$ cat config.mk
export PLATFORM = sky130hd
export DESIGN_NAME = mrr_ctrl
export DESIGN_NICKNAME = d
export VERILOG_FILES = /design/src/hw/rtl/mrr_pkg.sv /design/src/hw/rtl/mrr_ctrl.sv
export SDC_FILE = /design/constraint.sdc
export NUM_CORES = 1
export LEC_CHECK = 0
export BUFFER_PORTS_ARGS = -buffer_cell sky130_fd_sc_hd__clkbuf_2
export CAP_MARGIN = 5
export CORE_AREA = 2 2 39 41
export CTS_CLUSTER_DIAMETER = 150
export DETAILED_ROUTE_END_ITERATION = 16
export DIE_AREA = 0 0 41 43
export PLACE_DENSITY = 0.46
export SLEW_MARGIN = 20
export SYNTH_ARGS = -nofsm -noshare
export SYNTH_HDL_FRONTEND = slang
export SYNTH_SLANG_ARGS = --single-unit
$ cat constraint.sdc
create_clock -name clk -period 2 [get_ports clk]
set_clock_uncertainty 0.15 [all_clocks]
set_input_delay 0.4 -clock clk [delete_from_list [all_inputs] [get_ports clk]]
set_output_delay 0.4 -clock clk [all_outputs]
set_load 0.005 [all_outputs]
$ cat src/hw/rtl/mrr_pkg.sv
// Shared types, constants and colour expansion helpers for the strip-to-raster unit.
// No dependencies; imported by every module of the block.
package mrr_pkg;

  localparam int LINE_WIDTH_MAX_DEF = 640;
  localparam int STRIP_ROWS_MAX_DEF = 16;

  localparam int COL_W       = 10;
  localparam int Y_W         = 12;
  localparam int COLOR_W     = 16;
  localparam int ROW_W       = 4;
  localparam int CH_W        = 8;
  localparam int CFG_INDEX_W = 4;
  localparam int CFG_DATA_W  = 10;

  typedef enum logic [CFG_INDEX_W-1:0] {
    REG_BLOCK_ROWS  = 4'd0,
    REG_IMAGE_WIDTH = 4'd1
  } cfg_reg_t;

  typedef enum logic {
    OP_WRITE = 1'b0,
    OP_TICK  = 1'b1
  } op_t;

  typedef struct packed {
    op_t                op;
    logic [COL_W-1:0]   pixel_x;
    logic [Y_W-1:0]     pixel_y;
    logic [COLOR_W-1:0] pixel_color;
  } pix_t;

  typedef struct packed {
    logic [COL_W-1:0] out_x;
    logic [Y_W-1:0]   out_y;
    logic [CH_W-1:0]  red;
    logic [CH_W-1:0]  green;
    logic [CH_W-1:0]  blue;
    logic             strip_end;
  } res_t;

  // controller -> datapath
  typedef struct packed {
    logic clear_step;
    logic latch;
    logic calc_row;
    logic do_write;
    logic rd_issue;
    logic drain_stop;
    logic out_load;
  } cmd_t;

  // datapath -> controller
  typedef struct packed {
    logic clear_done;
    op_t  item_op;
    logic tick_ok;
    logic out_busy;
  } sts_t;

  function automatic logic [CH_W-1:0] expand5(input logic [4:0] v);
    logic [14:0] t;
    t = 15'(v) * 15'd527 + 15'd23;
    return t[13:6];
  endfunction

  function automatic logic [CH_W-1:0] expand6(input logic [5:0] v);
    logic [14:0] t;
    t = 15'(v) * 15'd259 + 15'd33;
    return t[13:6];
  endfunction

endpackage

$ cat src/hw/rtl/mrr_ctrl.sv
// Sequencer for the strip-to-raster unit: clearing pass, item accept, write and drain steps.
// Depends on mrr_pkg for the command and status structs.
module mrr_ctrl
  import mrr_pkg::*;
(
  input  logic clk,
  input  logic rst,
  input  logic pix_valid,
  output logic pix_ready,
  output cmd_t cmd,
  input  sts_t sts
);

  typedef enum logic [2:0] {
    S_CLEAR,
    S_IDLE,
    S_DECODE,
    S_WRITE,
    S_EMIT
  } state_t;

  state_t state;
  state_t state_next;

  always_ff @(posedge clk) begin
    if (rst) begin
      state <= S_CLEAR;
    end else begin
      state <= state_next;
    end
  end

  always_comb begin
    cmd        = '0;
    state_next = state;
    pix_ready  = 1'b0;
    unique case (state)
      S_CLEAR: begin
        cmd.clear_step = 1'b1;
        if (sts.clear_done) begin
          state_next = S_IDLE;
        end
      end
      S_IDLE: begin
        pix_ready = 1'b1;
        if (pix_valid) begin
          cmd.latch  = 1'b1;
          state_next = S_DECODE;
        end
      end
      S_DECODE: begin
        if (sts.item_op == OP_WRITE) begin
          cmd.calc_row = 1'b1;
          state_next   = S_WRITE;
        end else if (sts.tick_ok) begin
          cmd.rd_issue = 1'b1;
          state_next   = S_EMIT;
        end else begin
          // idle tick, or a drain position off the store: no beat
          cmd.drain_stop = 1'b1;
          state_next     = S_IDLE;
        end
      end
      S_WRITE: begin
        cmd.do_write = 1'b1;
        state_next   = S_IDLE;
      end
      S_EMIT: begin
        // read data holds until the output register frees
        if (!sts.out_busy) begin
          cmd.out_load = 1'b1;
          state_next   = S_IDLE;
        end
      end
      default: begin
        state_next = S_IDLE;
      end
    endcase
  end

endmodule

==> results by group <==
Synth
  • Syn_nets: 32
  • Count of cell types in the netlist: 18
  • Post-synthesis sequential area ratio: 25.8%
  • Post-Syn Instances: 25
  • Cell type with the largest total area after synthesis: sky130_fd_sc_hd__dfxtp_1
  • Summed instance area of the synthesized netlist: 233 µm²
  • Count of synthesis-stage warnings from yosys: 0
  • Average size of a mapped cell: 9.31 µm²
  • Post-synth top area share: 25.8%
  • Count of state elements after synthesis: 3
  • Cells taking the most area after synthesis: sky130_fd_sc_hd__dfxtp_1 26%, sky130_fd_sc_hd__nor3b_2 11%, sky130_fd_sc_hd__nor3_1 6.5%

Global routing
  • Remaining global-route overflow: 0
  • Via count of the first global-routing pass: 219
  • Antenna violations before repair: 0
  • First-pass GRT wire length: 945 µm
  • GR Util All Layers: 8.53%
  • Pin count of the biggest net entering global routing: 9

Worst setup path
  • Signal arrival time at the worst endpoint: 1.34 ns
  • Flop2flop setup slack: 0.48 ns
  • Slowest cell on crit path: sky130_fd_sc_hd__dfxtp_1
  • Setup Crit Path Kind: reg -> out
  • Maximum fanout encountered on the critical timing path: 8
  • Data required time of the worst path: 1.45 ns
  • Worst-path cell chain: nor3b_4 -> nand3_1 -> inv_1 -> clkbuf_2
  • Crit path largest cell delay: 0.46 ns
  • Worst R2R Start: state[0]
  • Capture instance of the worst register-to-register path: state[0]
  • Category of the worst setup path capture point: output pin
  • Startpoint Class: flip-flop
  • Cell count of the worst reg-to-reg path: 3

Timing
  • Total count of hold-check failures in the final report: 0
  • Max-slew violation count: 0
  • Hold WS: 0.230 ns
  • Max Clock Freq: 0.529 GHz
  • Unrepaired setup endpoints after global routing: yes
  • Post-route minimum period: 1.89 ns
  • Post-route fraction of the period consumed by the critical path: 94.6%
  • Final number of setup-violating endpoints: 0
  • Setup total negative slack: 0 ns
  • Slew at the pin closest to its max-slew limit: 0.328 ns
  • Relative slew margins: 78.1%

Power and ir drop
  • Combinational Power Share: 31.7%
  • Clk network pwr share: 37.2%
  • Pint: 0.195 mW
  • Share of total power in sequential cells: 31.1%
  • Leak: 0.171 nW
  • PD cells: 794 nW/µm²
  • Net switching power: 0.0871 mW
  • Total design power: 0.282 mW
  • Sw Share: 30.9%
  • Peak supply drop: 316 µV

Clock tree
  • Clock buffers created by TritonCTS: 3
  • Clock sink count: 3
  • Clock-pin slew on the worst setup and hold paths: 0.04 ns
  • Max clock buf depth: 2
  • CTS H-Tree Depth: 1
  • Clock insertion delay at the later pin of the skew report: 0.23 ns
  • Clock tree from TritonCTS: built
  • Post-CTS Setup Bufs: 0
  • Clock root buffer: sky130_fd_sc_hd__clkbuf_4

Final layout
  • Number of antenna diodes: 0
  • Nets@finish: 51
  • Flip-flop count of the largest register, all copies and words added: 3
  • Largest regs: state x3
  • Share of layout cells above drive strength 1: 51.2%
  • Post-route non-filler standard cell count: 59
  • Area growth syn-to-layout: 52.7%
  • Register with the highest flop count: state

Min path
  • Hold Path Sink: state[2]
  • Worst hold path cell count: 2
  • Worst Hold Class: in -> reg
  • Source of the worst hold timing path: rst

Place
  • GP Congestion: 0.644
  • Post-detail-place hpwl: 453 µm
  • Cell total after placement: 55
  • IO Port Bufs: 14

Floorplanning
  • Die height: 43 µm
  • Total number of placement rows: 14
  • Core ar.: 1380 µm²
  • Chip Width: 41 µm
  • Effective utilization at floorplan: 16.8%
  • Die Outline Area: 1760 µm²
  • Number of ports placed on the die boundary: 15

Routing
  • Vias per cell: 4.44
  • Number of DRC violations after detailed-routing iteration 0: 4
  • Number of detailed-routing iterations run before antenna repair: 6
  • Number of design rule violations left after detail routing: 0
  • Final ANT Viol Nets: 0
  • Sum of routed wire length over all layers: 573 µm
  • Total via count after detailed routing: 262
  • Routed wire length per instance: 9.71 µm

Job
  • Number of violations of the max-capacitance limit: 0

Status
  • Outcome: completed
Yosys cell counts:
library cell and count:
sky130_fd_sc_hd__a211oi_2 1, sky130_fd_sc_hd__and2_1 2, sky130_fd_sc_hd__mux2_4 1, sky130_fd_sc_hd__mux2i_1 1, sky130_fd_sc_hd__nand3_1 1, sky130_fd_sc_hd__and3b_1 1
sky130_fd_sc_hd__nand2b_1 1, sky130_fd_sc_hd__nand4bb_1 1, sky130_fd_sc_hd__dfxtp_1 3, sky130_fd_sc_hd__nand2_1 1, sky130_fd_sc_hd__nor4b_1 1, sky130_fd_sc_hd__inv_1 2
sky130_fd_sc_hd__nor2_1 1, sky130_fd_sc_hd__nor3_1 3, sky130_fd_sc_hd__o31ai_2 1, sky130_fd_sc_hd__a311o_1 1, sky130_fd_sc_hd__a21oi_1 1, sky130_fd_sc_hd__nor3b_2 2
cells in the final DEF (no fill, tap or decap):
master and count:
sky130_fd_sc_hd__nor4b_1 1, sky130_fd_sc_hd__inv_1 2, sky130_fd_sc_hd__a311o_1 1, sky130_fd_sc_hd__nor3_1 3, sky130_fd_sc_hd__nand4bb_1 1, sky130_fd_sc_hd__nor3b_2 1, sky130_fd_sc_hd__and2_1 2, sky130_fd_sc_hd__and3b_1 1
sky130_fd_sc_hd__nand2b_1 1, sky130_fd_sc_hd__nor3b_4 1, sky130_fd_sc_hd__mux2i_1 1, sky130_fd_sc_hd__mux2_4 1, sky130_fd_sc_hd__a211oi_2 1, sky130_fd_sc_hd__o31ai_2 1, sky130_fd_sc_hd__nor2_1 1, sky130_fd_sc_hd__nand3_1 1
sky130_fd_sc_hd__clkbuf_2 14, sky130_fd_sc_hd__a21oi_1 1, sky130_fd_sc_hd__clkbuf_1 1, sky130_fd_sc_hd__clkbuf_4 3, sky130_fd_sc_hd__dfxtp_1 3, sky130_fd_sc_hd__nand2_1 1
how the worst max path moves through the flow:
stage,startpoint,cells after the start,end
after CTS,state[1],4,cmd[2]
final,state[1],4,cmd[2]
after floorplan,state[1],3,cmd[2]
after global routing,state[0],3,cmd[5]
after global placement,state[1],4,cmd[2]
after detailed placement,state[1],4,cmd[2]
logic make-up (layout without fill, tap and decap cells):
kind of cell	Yosys count	after routing	share of synthesized area (%)
muxes	2	2	10.8
buffers and inverters	2	20	3.23
and+or+nand+nor	14	14	43.0
AOI/OAI and AO/OA	4	4	17.2
DFF	3	3	25.8
stage by stage:
stage | area [µm²] | utilization [%] | setup WS (ns)
5_1_grt | 355 | 25.7 | -0.0422
2_1_floorplan | 233 | - | 0.534
3_3_place_gp | 323 | 23.3 | 0.340
4_1_cts | 349 | 25.2 | 0.0627
6_report | 355 | 25.7 | 0.108
3_5_place_dp | 323 | 23.3 | 0.326
layer usage:
| metal | up-vias | part of all wire, % | GRT usage (%) |
|---|---|---|---|
| met4 | 0 | 0 | 6.00 |
| met5 | - | 0 | 0 |
| met2 | 14 | 40 | 9.69 |
| met1 | 116 | 50 | 10.6 |
| li1 | 132 | - | - |
| met3 | 0 | 9.4 | 6.28 |
critical path, delay by kind of cell (launching register included):
family	cells	cell delay, ns
and+or+nand+nor	2	0.47
DFF	1	0.46
buffers and inverters	2	0.18
what timing repair did:
item | 4_1_cts | 5_1_grt
gates resized for setup | 0 | 1
hold buffers | 0 | 0
setup endpoints to repair | 0 | 2
power groups by stage:
| stage | combinational (mW) | sequential [mW] | clock (mW) |
|---|---|---|---|
| after floorplan | 0.0569 | 0.0826 | 0 |
| after global placement | 0.0892 | 0.0865 | 0 |
| after CTS | 0.0886 | 0.0867 | 0.110 |
| after global routing | 0.101 | 0.0909 | 0.122 |
| final | 0.0895 | 0.0876 | 0.105 |
| after detailed placement | 0.0880 | 0.0871 | 0 |
cell type report:
class | count | area [µm²]
fill | 157 | 1030
multi-input combinational | 20 | 171
timing repair buffer | 14 | 70.1
sequential | 3 | 60.1
clock buffer | 4 | 26.3
tap | 16 | 20.0
inverter | 2 | 7.51
(Power assumes the default switching activity.)
